--- config.mk ---
export PLATFORM = sky130hd
export DESIGN_NAME = vbyte_delta_codec_unit_flat
export DESIGN_NICKNAME = d
export VERILOG_FILES = /design/src/design/vbd_pkg.sv /design/src/design/vbd_if.sv /design/src/design/vbd_alu.sv /design/src/design/vbd_decode_step.sv /design/src/design/vbd_emit.sv /design/src/design/vbd_top_unused_placeholder.sv /design/src/design/vbyte_delta_codec_unit.sv /design/src/flat_wrapper.sv
export SDC_FILE = /design/constraint.sdc
export NUM_CORES = 1
export LEC_CHECK = 0
export BUFFER_PORTS_ARGS = -buffer_cell sky130_fd_sc_hd__buf_2
export CORE_AREA = 2 2 134 136
export CTS_CLUSTER_DIAMETER = 120
export DETAILED_ROUTE_END_ITERATION = 8
export DIE_AREA = 0 0 136 138
export GPL_TIMING_DRIVEN = 0
export PLACE_DENSITY_LB_ADDON = 0.25
export SYNTH_ARGS = -nofsm -noshare
export SYNTH_HDL_FRONTEND = slang
export SYNTH_SLANG_ARGS = --single-unit
--- constraint.sdc ---
create_clock -name clk -period 12.6 [get_ports clk]
set_input_delay 1.89 -clock clk [delete_from_list [all_inputs] [get_ports clk]]
set_output_delay 1.89 -clock clk [all_outputs]
set_load 0.1 [all_outputs]
--- src/design/vbd_pkg.sv ---
// Shared types, constants and helpers of the variable-byte delta codec.
package vbd_pkg;

  // Value width of the code; results and inputs are 32 bits wide.
  localparam int VALUE_BITS  = 32;
  localparam int WIDTH       = (VALUE_BITS < 32) ? VALUE_BITS : 32;
  localparam int GROUP_BITS  = 7;
  localparam int POS_BITS    = 3;
  localparam int POS_MAX     = (1 << POS_BITS) - 1;
  // A group placed at the highest position reaches this many bits.
  localparam int SPREAD_BITS = GROUP_BITS * (POS_MAX + 1);
  localparam int DATA_BITS   = 32;

  typedef logic [WIDTH-1:0]       value_t;
  typedef logic [POS_BITS-1:0]    pos_t;
  typedef logic [SPREAD_BITS-1:0] spread_t;

  // Configuration port
  localparam int CFG_INDEX_BITS = 2;
  localparam int CFG_DATA_BITS  = 1;
  typedef logic [CFG_INDEX_BITS-1:0] cfg_index_t;
  localparam cfg_index_t CFG_DIRECTION = 2'd0;
  localparam cfg_index_t CFG_DELTA     = 2'd1;

  // Direction codes
  localparam logic DIR_ENCODE = 1'b0;
  localparam logic DIR_DECODE = 1'b1;

  // Shared adder operation
  typedef enum logic {
    ALU_ADD,
    ALU_SUB
  } alu_op_t;

  // Sequencer states
  typedef enum logic [2:0] {
    ST_IDLE,
    ST_ENC_GAP,
    ST_DEC_COLLECT,
    ST_DEC_SUM,
    ST_EMIT
  } state_t;

  // Place a 7-bit group at its position in the word.
  function automatic spread_t place_group(logic [GROUP_BITS-1:0] group, pos_t pos);
    spread_t wide;
    wide = spread_t'(group);
    return wide << (GROUP_BITS * int'(pos));
  endfunction

endpackage

--- src/design/vbd_if.sv ---
// Valid/ready stream interfaces for code input items and results.
interface vbd_in_if;
  logic        valid;
  logic        ready;
  logic [31:0] item_data;
  logic        list_start;

  modport source (output valid, output item_data, output list_start, input ready);
  modport sink   (input valid, input item_data, input list_start, output ready);
endinterface

interface vbd_out_if;
  logic        valid;
  logic        ready;
  logic [31:0] out_data;
  logic        out_last;
  logic        overflow;

  modport source (output valid, output out_data, output out_last, output overflow,
                  input ready);
  modport sink   (input valid, input out_data, input out_last, input overflow,
                  output ready);
endinterface

--- src/design/vbd_alu.sv ---
// Shared modular adder/subtractor used for gap coding in both directions.
module vbd_alu (
  input  vbd_pkg::value_t  a,
  input  vbd_pkg::value_t  b,
  input  vbd_pkg::alu_op_t op,
  output vbd_pkg::value_t  y
);

  // Add or subtract modulo 2^WIDTH
  always_comb begin
    unique case (op)
      vbd_pkg::ALU_ADD: y = a + b;
      vbd_pkg::ALU_SUB: y = a - b;
      default:          y = a + b;
    endcase
  end

endmodule

--- src/design/vbd_decode_step.sv ---
// Collects one code byte into the partial decode word.
module vbd_decode_step (
  input  logic [7:0]      code_byte,
  input  vbd_pkg::value_t acc,
  input  vbd_pkg::pos_t   pos,
  input  logic            ovf_seen,
  output vbd_pkg::value_t acc_next,
  output vbd_pkg::pos_t   pos_next,
  output logic            ovf_next,
  output logic            terminator
);

  vbd_pkg::spread_t spread;

  // Place the group and flag any set bit that falls beyond the value width
  always_comb begin
    spread     = vbd_pkg::place_group(code_byte[vbd_pkg::GROUP_BITS-1:0], pos);
    acc_next   = acc | spread[vbd_pkg::WIDTH-1:0];
    ovf_next   = ovf_seen | (|spread[vbd_pkg::SPREAD_BITS-1:vbd_pkg::WIDTH]);
    terminator = code_byte[7];
    // Saturate the group position
    if (pos == vbd_pkg::pos_t'(vbd_pkg::POS_MAX)) begin
      pos_next = pos;
    end else begin
      pos_next = pos + vbd_pkg::pos_t'(1);
    end
  end

endmodule

--- src/design/vbd_emit.sv ---
// Formats the result word: one code byte when encoding, a value when decoding.
module vbd_emit (
  input  vbd_pkg::value_t work,
  input  logic            res_dec,
  input  logic            res_ovf,
  output logic [31:0]     out_data,
  output logic            out_last,
  output logic            overflow
);

  logic enc_last;

  // The last code byte is the one that holds all remaining bits
  always_comb begin
    enc_last = (work[vbd_pkg::WIDTH-1:vbd_pkg::GROUP_BITS] == '0);
    if (res_dec) begin
      out_data = 32'(work);
      out_last = 1'b1;
      overflow = res_ovf;
    end else begin
      out_data = {24'd0, enc_last, work[vbd_pkg::GROUP_BITS-1:0]};
      out_last = enc_last;
      overflow = 1'b0;
    end
  end

endmodule

--- src/design/vbd_top_unused_placeholder.sv ---
// Shift stage that drops the emitted code group from the work word.
module vbd_group_shift (
  input  vbd_pkg::value_t work,
  output vbd_pkg::value_t work_shifted
);

  // Advance to the next 7-bit group
  assign work_shifted = work >> vbd_pkg::GROUP_BITS;

endmodule

--- src/design/vbyte_delta_codec_unit.sv ---
// Top level of the variable-byte codec with optional delta gaps.
//
// Channels: "items" takes one input item per transfer, "results" gives one
// result per transfer. Both use valid/ready; a transfer happens at a rising
// clock edge with valid and ready high. The configuration port writes
// direction (index 0) and delta_enable (index 1); the user must do so while
// the block is idle (the block does not enforce it); other indexes are ignored.
//
// Encode: a value is accepted in idle, the shared adder forms the gap in
// the gap state, then the emit state gives one code byte per result
// transfer. Decode: a non-terminating byte passes through idle and the
// collect state; a terminating byte then goes on to the sum state, where
// the shared adder adds the previous value when delta_enable is set, and
// waits in the emit state for the result transfer. One item is worked on
// at a time; items is not ready until the sequencer is back in idle.
// Reset clears configuration, the previous value and the partial decode
// word. When the receiver stalls, the pending result holds in the work
// register and the sequencer waits in its emit state.
module vbyte_delta_codec_unit (
  input  logic                         clk,
  input  logic                         rst,
  input  logic                         cfg_we,
  input  vbd_pkg::cfg_index_t          cfg_index,
  input  logic [vbd_pkg::CFG_DATA_BITS-1:0] cfg_data,
  vbd_in_if.sink                       items,
  vbd_out_if.source                    results
);

  vbd_pkg::state_t  state;
  vbd_pkg::state_t  state_next;

  logic             direction;
  logic             delta_enable;
  vbd_pkg::value_t  item;
  vbd_pkg::value_t  prev;
  vbd_pkg::value_t  acc;
  vbd_pkg::pos_t    pos;
  logic             ovf_seen;
  vbd_pkg::value_t  work;
  logic             res_dec;
  logic             res_ovf;

  vbd_pkg::value_t  alu_a;
  vbd_pkg::value_t  alu_b;
  vbd_pkg::alu_op_t alu_op;
  vbd_pkg::value_t  alu_y;

  vbd_pkg::value_t  acc_next;
  vbd_pkg::pos_t    pos_next;
  logic             ovf_next;
  logic             terminator;
  vbd_pkg::value_t  work_shifted;

  logic             in_xfer;
  logic             out_xfer;

  assign in_xfer  = items.valid && items.ready;
  assign out_xfer = results.valid && results.ready;

  // Shared adder
  vbd_alu u_alu (
    .a  (alu_a),
    .b  (alu_b),
    .op (alu_op),
    .y  (alu_y)
  );

  // Group collection for decode
  vbd_decode_step u_dec (
    .code_byte  (item[7:0]),
    .acc        (acc),
    .pos        (pos),
    .ovf_seen   (ovf_seen),
    .acc_next   (acc_next),
    .pos_next   (pos_next),
    .ovf_next   (ovf_next),
    .terminator (terminator)
  );

  // Result formatting
  vbd_emit u_emit (
    .work     (work),
    .res_dec  (res_dec),
    .res_ovf  (res_ovf),
    .out_data (results.out_data),
    .out_last (results.out_last),
    .overflow (results.overflow)
  );

  // Next group of the encoded word
  vbd_group_shift u_shift (
    .work         (work),
    .work_shifted (work_shifted)
  );

  // Next state
  always_comb begin
    state_next = state;
    unique case (state)
      vbd_pkg::ST_IDLE: begin
        if (in_xfer) begin
          state_next = (direction == vbd_pkg::DIR_DECODE) ? vbd_pkg::ST_DEC_COLLECT
                                                          : vbd_pkg::ST_ENC_GAP;
        end
      end
      vbd_pkg::ST_ENC_GAP:     state_next = vbd_pkg::ST_EMIT;
      vbd_pkg::ST_DEC_COLLECT: state_next = terminator ? vbd_pkg::ST_DEC_SUM
                                                       : vbd_pkg::ST_IDLE;
      vbd_pkg::ST_DEC_SUM:     state_next = vbd_pkg::ST_EMIT;
      vbd_pkg::ST_EMIT: begin
        if (out_xfer && (res_dec || results.out_last)) begin
          state_next = vbd_pkg::ST_IDLE;
        end
      end
      default:                 state_next = vbd_pkg::ST_IDLE;
    endcase
  end

  // State outputs: handshakes and adder operands
  always_comb begin
    items.ready   = 1'b0;
    results.valid = 1'b0;
    alu_a         = item;
    alu_b         = delta_enable ? prev : '0;
    alu_op        = vbd_pkg::ALU_SUB;
    unique case (state)
      vbd_pkg::ST_IDLE:        items.ready = 1'b1;
      vbd_pkg::ST_ENC_GAP:     alu_op = vbd_pkg::ALU_SUB;
      vbd_pkg::ST_DEC_COLLECT: alu_op = vbd_pkg::ALU_ADD;
      vbd_pkg::ST_DEC_SUM: begin
        alu_a  = acc;
        alu_op = vbd_pkg::ALU_ADD;
      end
      vbd_pkg::ST_EMIT:        results.valid = 1'b1;
      default:                 items.ready = 1'b0;
    endcase
  end

  // Control state and configuration
  always_ff @(posedge clk) begin
    if (rst) begin
      state        <= vbd_pkg::ST_IDLE;
      direction    <= vbd_pkg::DIR_ENCODE;
      delta_enable <= 1'b0;
      prev         <= '0;
      acc          <= '0;
      pos          <= '0;
      ovf_seen     <= 1'b0;
    end else begin
      state <= state_next;
      if (cfg_we) begin
        unique case (cfg_index)
          vbd_pkg::CFG_DIRECTION: direction    <= cfg_data[0];
          vbd_pkg::CFG_DELTA:     delta_enable <= cfg_data[0];
          default: ;
        endcase
      end
      unique case (state)
        vbd_pkg::ST_IDLE: begin
          // Clear list state before a list's first item
          if (in_xfer && items.list_start) begin
            prev     <= '0;
            acc      <= '0;
            pos      <= '0;
            ovf_seen <= 1'b0;
          end
        end
        vbd_pkg::ST_ENC_GAP: prev <= item;
        vbd_pkg::ST_DEC_COLLECT: begin
          acc      <= acc_next;
          ovf_seen <= ovf_next;
          if (!terminator) begin
            pos <= pos_next;
          end
        end
        vbd_pkg::ST_DEC_SUM: begin
          prev     <= alu_y;
          acc      <= '0;
          pos      <= '0;
          ovf_seen <= 1'b0;
        end
        default: ;
      endcase
    end
  end

  // Payload registers
  always_ff @(posedge clk) begin
    if (in_xfer) begin
      item <= items.item_data[vbd_pkg::WIDTH-1:0];
    end
    unique case (state)
      vbd_pkg::ST_ENC_GAP: begin
        work    <= alu_y;
        res_dec <= 1'b0;
        res_ovf <= 1'b0;
      end
      vbd_pkg::ST_DEC_SUM: begin
        work    <= alu_y;
        res_dec <= 1'b1;
        res_ovf <= ovf_seen;
      end
      vbd_pkg::ST_EMIT: begin
        // Drop the group just transferred
        if (out_xfer && !res_dec) begin
          work <= work_shifted;
        end
      end
      default: ;
    endcase
  end

endmodule
--- src/flat_wrapper.sv ---
// flat-port wrapper written by rule: the top's interface ports become plain ports
module vbyte_delta_codec_unit_flat 
  (clk, rst, cfg_we, cfg_index, cfg_data, items_valid, items_item_data, items_list_start, items_ready, results_valid, results_out_data, results_out_last, results_overflow, results_ready);
  vbd_in_if items_i ();
  vbd_out_if results_i ();
  input  logic clk;
  input  logic rst;
  input  logic cfg_we;
  input  vbd_pkg::cfg_index_t cfg_index;
  input  logic [vbd_pkg::CFG_DATA_BITS-1:0] cfg_data;
  input wire logic [$bits(items_i.valid)-1:0] items_valid;
  input wire logic [$bits(items_i.item_data)-1:0] items_item_data;
  input wire logic [$bits(items_i.list_start)-1:0] items_list_start;
  output wire logic [$bits(items_i.ready)-1:0] items_ready;
  output wire logic [$bits(results_i.valid)-1:0] results_valid;
  output wire logic [$bits(results_i.out_data)-1:0] results_out_data;
  output wire logic [$bits(results_i.out_last)-1:0] results_out_last;
  output wire logic [$bits(results_i.overflow)-1:0] results_overflow;
  input wire logic [$bits(results_i.ready)-1:0] results_ready;
  assign items_i.valid = items_valid;
  assign items_i.item_data = items_item_data;
  assign items_i.list_start = items_list_start;
  assign items_ready = items_i.ready;
  assign results_valid = results_i.valid;
  assign results_out_data = results_i.out_data;
  assign results_out_last = results_i.out_last;
  assign results_overflow = results_i.overflow;
  assign results_i.ready = results_ready;
  vbyte_delta_codec_unit u_core (.clk(clk), .rst(rst), .cfg_we(cfg_we), .cfg_index(cfg_index), .cfg_data(cfg_data), .items(items_i), .results(results_i));
endmodule
==> results of run 1 <==
-- flip-flops by register name, summed over array words and instances, names as in the netlist --
| signal | flops |
|---|---|
| u_core.acc | 32 |
| u_core.delta_enable | 1 |
| u_core.direction | 1 |
| u_core.item | 32 |
| u_core.ovf_seen | 1 |
| u_core.pos | 3 |
| u_core.prev | 32 |
| u_core.res_dec | 1 |
| u_core.res_ovf | 1 |
| u_core.state | 3 |
| u_core.work | 32 |
-- Yosys cell counts (all sizes together) (4+ instances only) --
cell type | count | area [um^2]
a21o | 16 | 120
a21oi | 103 | 519
a222oi | 7 | 70.1
a22oi | 20 | 150
a31oi | 4 | 25.0
a32oi | 4 | 35.0
and2 | 30 | 189
and3 | 10 | 67.6
buf | 13 | 77.6
clkbuf | 55 | 206
dfxtp | 73 | 1460
edfxtp | 66 | 1980
ha | 34 | 425
inv | 14 | 52.6
mux2i | 13 | 130
nand2 | 185 | 694
nand2b | 9 | 56.3
nand3 | 18 | 90.1
nand4 | 6 | 37.5
nor2 | 134 | 503
nor2b | 4 | 25.0
nor3 | 17 | 95.1
nor4 | 11 | 68.8
o21a | 10 | 75.1
o21ai | 52 | 260
o21bai | 7 | 52.6
o22ai | 16 | 100
o31ai | 5 | 37.5
or2 | 4 | 25.0
or3 | 7 | 43.8
or4 | 6 | 52.6
xnor2 | 23 | 201
xor2 | 18 | 158
-- cell type report --
cell class / count / area [um^2] / area share [%]
tap: 229 / 287 / 2.93
multi-input combinational: 816 / 4730 / 48.4
clock buffer: 19 / 443 / 4.53
buffer: 68 / 284 / 2.91
inverter: 16 / 60.1 / 0.615
timing repair buffer: 76 / 380 / 3.89
sequential: 139 / 3440 / 35.2
clock inverter: 13 / 143 / 1.46
-- how the worst max path moves through the flow --
stage	from	to	slack [ns]	cells after the start
detailed placement	u_core.delta_enable	u_core.work[29]	7.65	18
CTS	u_core.delta_enable	u_core.work[29]	7.59	18
global placement	results_ready	u_core.work[25]	6.95	3
floorplan	u_core.work[26]	results_out_data[7]	6.50	4
global route	u_core.delta_enable	u_core.work[29]	7.27	18
finish	u_core.delta_enable	u_core.work[29]	7.46	18
-- critical path: stages (launching register included) --
cell and delay (ns):
dfxtp_1 0.30, clkbuf_1 0.39, clkbuf_1 0.43, clkbuf_1 0.48, nand2_1 0.15, ha_1 0.25, a21boi_2 0.20, and3_4 0.22
a31o_4 0.26, xor2_1 0.17, ha_1 0.29, clkbuf_1 0.21, a21oi_1 0.26, o21ai_0 0.16, nor2_1 0.16, o211ai_1 0.21
and3_1 0.22, nor3_1 0.39, nor3_1 0.09
-- kinds of logic after synthesis --
group	share of synthesized area [%]
AOI/OAI and AO/OA	20.5
xor gates and xnor gates	4.22
adders and majority gates	5.24
buffers and inverters	4.05
DFF	40.5
muxes	1.66
and+or+nand+nor	23.9
-- layer usage --
layer / vias to the layer above / global-route usage (%) / wire, um
li1: 3895 / - / -
met4: 0 / 6.47 / 442
met2: 354 / 43.5 / 11600
met1: 3643 / 39.1 / 11400
met5: - / 0 / 0
met3: 36 / 7.41 / 2390
-- layout by cell type, fill, tap and decap left out, types with 17 or more instances in the layout --
master / netlist / layout
edfxtp_1: 66 / 66
xor2_1: 18 / 18
a21oi_1: 102 / 102
buf_2: 2 / 78
xnor2_1: 23 / 23
dfxtp_1: 73 / 73
nand2_1: 185 / 185
ha_1: 34 / 34
a22oi_1: 20 / 20
clkbuf_1: 55 / 56
clkbuf_16: 0 / 17
and2_1: 28 / 27
nor2_1: 134 / 134
nand3_1: 18 / 18
o21ai_0: 36 / 35
-- power by group through the flow --
stage	sequential [mW]	clock [mW]	combinational, mW
final	0.554	0.503	0.427
after global routing	0.558	0.524	0.463
after CTS	0.553	0.504	0.420
after detailed placement	0.563	0	0.418
after global placement	0.564	0	0.415
after floorplan	0.551	0	0.325
==> flow_summary.json, run 1 <==
{
  "status": "finished, final reports clean",
  "grt_max_degree": 33,
  "fp.dieH_um": 138,
  "cts_buffer_depth": 2,
  "syn2layout_area_growth_pct": 14.9,
  "async_flop_share_pct": 0,
  "ios": 77,
  "setup_viol": 0,
  "port_buffers": 76,
  "hold_viol_final": 0,
  "postRouteAntennaNets": 0,
  "critPathMaxFanout": 10,
  "min_period_ns": 5.14,
  "cts_tree": "yes",
  "design_power_total_mw": 1.48,
  "clkTransAtPathRegs_ns": 0.06,
  "fin_util_pct": 55.7,
  "rsz0062_at_grt": "false",
  "ir_worst_vdd_mv": 0.107,
  "combPwrFrac_pct": 28.8,
  "first_pass_iters": 6,
  "synth_seq_cells": 139,
  "post-route-period-util_pct": 40.8,
  "final_nets": 1210,
  "clock_latency_ns": 0.44,
  "seq_area_frac_synth_pct": 40.5,
  "grt_overflow_total": 0,
  "place.gp.congestion": 0.944,
  "route.detailed.drc": 0,
  "num_vias": 7928,
  "holdWs_ns": 0.469,
  "hold_buffers": 0,
  "num-fill-cells": 1658,
  "end_kind": "register",
  "clock-root-buffer": "clkbuf_16",
  "dieArea_um2": 18800,
  "totalWireLength_mm": 25.8,
  "initial_core_util_pct": 48.5,
  "dpl.hpwl_mm": 20.3,
  "antennaDiodeCount": 0,
  "worst-setup-path-type": "register to register",
  "post_dp_cell_area_um2": 9180,
  "reg2reg_slack_ns": 7.46,
  "startpoint_type": "register",
  "timing.fmax_mhz": 194,
  "core_um2": 17500,
  "arrival_ns": 5.31,
  "worst_pin_slew_ns": 1.13,
  "antenna_found_initial": 0,
  "wl_per_cell_um": 18.8,
  "yosysUniqueCellTypes": 72,
  "synthCells": 1039,
  "drv_slew": 0,
  "drive_gt1_share_pct": 11.6,
  "min_to": "u_core.acc[3]",
  "drt_iter0_markers": 925,
  "internal-power_mw": 0.943,
  "seqPwrFrac_pct": 37.4,
  "htree_levels": 4,
  "synth_nets": 1115,
  "reg2reg_from": "u_core.delta_enable",
  "synth-edff-count": 66,
  "r2r.worst_path.cells": 18,
  "postCtsSetupBuffers": 0,
  "min_path_type": "register to register",
  "synth_ff_type": "dfxtp_1",
  "vias_per_cell": 5.76,
  "p_per_area_nw_per_um2": 152,
  "fin_ws_ns": 7.46,
  "hold_start": "u_core.acc[3]",
  "cts_sinks": 139,
  "die_w_um": 136,
  "synth.avg_cell_area_um2": 8.19,
  "stdcell_count": 1376,
  "relSlewSlack_pct": 23.4,
  "ys.warnings.count": 0,
  "dp_slack_ns": 7.65,
  "grt_first_pass_wirelength_mm": 40.3,
  "timing.rr.end": "u_core.work[29]",
  "fin_tns_setup_ns": 0,
  "drv_cap": 0,
  "leakagePower_nw": 4.01,
  "design_area_um2": 9770,
  "whs_path_depth": 2,
  "grt_pass1_vias": 7325,
  "num_rows": 49,
  "skew_ns": 0.00999,
  "grt.total_usage_pct": 28.0,
  "netlist_area_um2": 8500,
  "crit_required_ns": 12.76,
  "cts_buffers": 17,
  "clock_power_share_pct": 33.9,
  "dp.cells": 1344,
  "p_sw_mw": 0.542,
  "cts_resized": 0,
  "switching_share_pct": 36.5
}
No activity file was read; power rests on OpenSTA's default activity.
==> run 2, diff against run 1 <==
clock period = 4.7 ns   (was 12.6 ns; I/O delays follow)
==> flow_summary.json, run 2 (synthesis gave the netlist of run 1 again) <==
{
  "status": "finished, final reports clean",
  "initial_core_util_pct": 48.5,
  "antennaDiodeCount": 0,
  "design_power_total_mw": 3.94,
  "num_rows": 49,
  "dp.cells": 1344,
  "min_period_ns": 4.47,
  "skew_ns": 0.0112,
  "crit_required_ns": 4.97,
  "hold_buffers": 0,
  "antenna_found_initial": 0,
  "fp.dieH_um": 138,
  "timing.fmax_mhz": 224,
  "relSlewSlack_pct": 19.4,
  "reg2reg_slack_ns": 0.23,
  "vias_per_cell": 5.80,
  "fin_tns_setup_ns": 0,
  "drv_slew": 0,
  "critPathMaxFanout": 10,
  "startpoint_type": "register",
  "p_per_area_nw_per_um2": 402,
  "cts_buffer_depth": 2,
  "clock_latency_ns": 0.42,
  "layout_common_cells": "nand2_1 (185), nor2_1 (134), a21oi_1 (101), buf_2 (79), dfxtp_1 (72)",
  "die_w_um": 136,
  "setup_viol": 0,
  "fin_util_pct": 55.8,
  "first_pass_iters": 5,
  "cts_buffers": 17,
  "hold_viol_final": 0,
  "num_vias": 7973,
  "drv_cap": 0,
  "port_buffers": 76,
  "final_common_cell": "nand2_1",
  "wl_per_cell_um": 18.9,
  "dpl.hpwl_mm": 20.4,
  "ios": 77,
  "multi_input_area_um2": 4760,
  "min_path_type": "input port to register",
  "worst-setup-path-type": "register to register",
  "totalWireLength_mm": 26.0,
  "stdcell_count": 1375,
  "cts_tree": "yes",
  "postRouteAntennaNets": 0,
  "grt_pass1_vias": 7361,
  "clkTransAtPathRegs_ns": 0.06,
  "ir_worst_vdd_mv": 0.273,
  "num-fill-cells": 1661,
  "grt_first_pass_wirelength_mm": 40.5,
  "cts_sinks": 139,
  "leakagePower_nw": 4.04,
  "syn2layout_area_growth_pct": 15.1,
  "grt_max_degree": 33,
  "drt_iter0_markers": 907,
  "place.gp.congestion": 0.975,
  "clock-root-buffer": "clkbuf_16",
  "htree_levels": 4,
  "final_nets": 1209,
  "end_kind": "register",
  "regArea_um2": 3440,
  "core_um2": 17500,
  "arrival_ns": 4.74,
  "route.detailed.drc": 0,
  "grt.total_usage_pct": 28.3,
  "rsz0062_at_grt": "true",
  "drive_gt1_share_pct": 12.5,
  "grt_overflow_total": 0,
  "dieArea_um2": 18800,
  "worst_pin_slew_ns": 1.19,
  "post-route-period-util_pct": 95.1
}
==> run 2: worst max-delay path, cell delays in order (launching register included) <==
cell and delay [ns]:
dfxtp_2 0.46, clkbuf_2 0.28, clkbuf_2 0.29, nand2_1 0.12, ha_1 0.24, a21boi_2 0.20
nand2_1 0.12, o21ai_0 0.08, nand3_1 0.12, o21ai_0 0.10, ha_1 0.43, a21oi_1 0.12
o21bai_1 0.43, o311ai_0 0.21, a21o_1 0.25, a2111oi_2 0.39, a211o_1 0.27, mux2i_1 0.21
==> run 2: report_power, final <==
part	switching (mW)	internal, mW	leakage, nW
clock network	0.539	0.756	0.278
logic	0.823	0.333	2.54
registers	0.0855	1.40	1.22
total	1.45	2.49	4.04
==> run 2: worst paths after layout <==
kind                            cells after the start              end           startpoint
worst max-delay path                               17  u_core.work[31]  u_core.delta_enable
worst min-delay path                                1   u_core.item[5]   items_item_data[5]
worst max register to register                     17  u_core.work[31]  u_core.delta_enable
worst min register to register                      2   u_core.acc[13]       u_core.acc[13]
==> run 2: what timing repair did <==
action                                  in CTS  in global routing
endpoints found under the setup margin      22                 18
setup buffers                                0                  1
gates resized for setup                      3                  6
gates cloned                                 0                  0
hold endpoints to repair                     0                  0
==> run 2: cell type report <==
type	count	share of cell area [%]
Clock inverter	11	0.843
Tap cell	229	2.93
Inverter	16	0.613
Multi-Input combinational cell	816	48.6
Timing Repair Buffer	77	3.96
Clock buffer	21	5.04
Buffer	66	2.86
Sequential cell	139	35.2
==> run 2: stage by stage <==
stage | setup slack, ns | hold slack (ns) | instance area, um^2
5_1_grt | -0.0264 | 0.434 | 9790
3_5_place_dp | -0.371 | 0.455 | 9180
2_1_floorplan | 0.504 | 0.429 | 8500
4_1_cts | 0.0525 | 0.442 | 9760
6_report | 0.228 | 0.455 | 9790
3_3_place_gp | -0.351 | 0.449 | 9170
==> run 2: per-layer routing <==
layer / wire length, um / vias up / global-route usage (%) / part of all wire (%)
met5: 0 / - / 0 / 0
met3: 2300 / 31 / 5.83 / 8.9
met1: 11500 / 3679 / 40.3 / 44
met2: 11800 / 370 / 43.5 / 45
met4: 459 / 0 / 7.79 / 1.8
li1: - / 3893 / - / -
==> run 3, diff against run 2 <==
CAP_MARGIN = 40   (was unset)
CORE_AREA = 3 3 135 137   (was 2 2 134 136)
DIE_AREA = 0 0 138 140   (was 0 0 136 138)
==> flow_summary.json, run 3 (synthesis gave the netlist of run 1 again) <==
{
  "grt_first_pass_wirelength_mm": 39.8,
  "num_rows": 48,
  "fin_util_pct": 57.4,
  "fin_ws_ns": 0.132,
  "htree_levels": 4,
  "leakagePower_nw": 4.09,
  "relSlewSlack_pct": 50.2,
  "place.gp.congestion": 0.930,
  "drt_iter0_markers": 868,
  "min_period_ns": 4.57,
  "arrival_ns": 4.74,
  "core_um2": 17200,
  "port_buffers": 76,
  "die_w_um": 138,
  "clock_latency_ns": 0.43,
  "totalWireLength_mm": 25.3,
  "cts_buffer_depth": 2,
  "layout_common_cells": "nand2_1 (185), nor2_1 (134), a21oi_1 (102), buf_2 (81), dfxtp_1 (72)",
  "crit_required_ns": 4.87,
  "cts_buffers": 17,
  "grt.total_usage_pct": 26.1,
  "dieArea_um2": 19300,
  "fp.dieH_um": 140,
  "post-route-period-util_pct": 97.2,
  "route.detailed.drc": 0,
  "drv_slew": 0,
  "drv_cap": 0,
  "hold_viol_final": 0,
  "grt_pass1_vias": 7397,
  "ir_worst_vdd_mv": 0.293,
  "dpl.hpwl_mm": 20.0,
  "dp_slack_ns": -0.293,
  "num_vias": 7968,
  "final_nets": 1215,
  "antenna_found_initial": 0,
  "drive_gt1_share_pct": 12.4,
  "wl_per_cell_um": 18.4,
  "startpoint_type": "register",
  "cts_tree": "yes",
  "worst-setup-path-type": "register to register",
  "p_per_area_nw_per_um2": 403,
  "worst_pin_slew_ns": 0.736,
  "end_kind": "register",
  "grt_max_degree": 22,
  "rsz0062_at_grt": "false",
  "antennaDiodeCount": 0,
  "grt_overflow_total": 0,
  "status": "finished, final reports clean",
  "clock-root-buffer": "clkbuf_16",
  "ios": 77,
  "initial_core_util_pct": 49.5,
  "cts_sinks": 139,
  "critPathMaxFanout": 7,
  "final_common_cell": "nand2_1",
  "clkTransAtPathRegs_ns": 0.06,
  "timing.fmax_mhz": 219,
  "skew_ns": 0.00992,
  "num-fill-cells": 1593,
  "min_path_type": "input port to register",
  "vias_per_cell": 5.79,
  "first_pass_iters": 6,
  "setup_viol": 0,
  "postRouteAntennaNets": 0,
  "syn2layout_area_growth_pct": 15.9
}
-- run 3: final cells by class --
| class | count | area [um^2] | share of cell area, % |
|---|---|---|---|
| multi-input cells | 816 | 4740 | 48.1 |
| flip-flops and latches | 139 | 3440 | 34.9 |
| clock buffers | 24 | 503 | 5.10 |
| repair buffers | 82 | 463 | 4.70 |
| plain buffers | 67 | 284 | 2.88 |
| well taps | 225 | 282 | 2.86 |
| clock inverters | 8 | 80.1 | 0.812 |
| inverters | 16 | 60.1 | 0.609 |
-- run 3: path summary, 6_finish.rpt --
path	from	to	slack [ns]	depth (start not counted)
worst min register to register	u_core.acc[27]	u_core.acc[27]	0.46	2
worst min-delay path	items_item_data[17]	u_core.item[17]	0.45	1
worst max-delay path	u_core.prev[2]	u_core.work[31]	0.13	15
worst max register to register	u_core.prev[2]	u_core.work[31]	0.13	15
-- run 3: power breakdown --
part / internal [mW] / switching (mW) / leakage, nW
Clock: 0.806 / 0.519 / 0.292
Sequential: 1.40 / 0.0855 / 1.22
Combinational: 0.344 / 0.820 / 2.58
Total: 2.55 / 1.42 / 4.09
-- run 3: through the flow --
step / area, um^2 / hold WS (ns) / total power, mW / std cells / TNS [ns]
after floorplan: 8500 / 0.429 / 2.35 / 1039 / 0
after global placement: 9170 / 0.448 / 2.62 / 1340 / -6.45
after detailed placement: 9250 / 0.452 / 2.64 / 1345 / -3.27
after CTS: 9840 / 0.444 / 3.96 / 1376 / 0
after global routing: 9860 / 0.444 / 4.14 / 1377 / 0
final: 9860 / 0.448 / 3.98 / 1377 / 0
-- run 3: worst max-delay path: stages (launching register included) --
cell	delay (ns)
dfxtp_1	0.36
or4_4	0.59
nor4_1	0.44
a31oi_1	0.21
nor3_2	0.33
nor2_1	0.10
xnor2_1	0.15
nor2_1	0.06
ha_1	0.30
clkbuf_1	0.34
and4_1	0.29
o311ai_0	0.13
a21o_1	0.24
a2111oi_2	0.39
a211o_1	0.28
mux2i_1	0.10
-- run 3: repair_timing --
| item | CTS | global route |
|---|---|---|
| setup endpoints to repair | 21 | 16 |
| buffers inserted | 0 | 1 |
| hold buffers | 0 | 0 |
| gates resized for setup | 3 | 3 |
-- run 3: routing by layer --
metal  wire (um)  track usage (%)  up-vias
met5           0                0        -
met3        2550             5.43       42
met2       11300             41.2      387
li1            -                -     3902
met1       10900             36.2     3637
met4         552             8.01        0
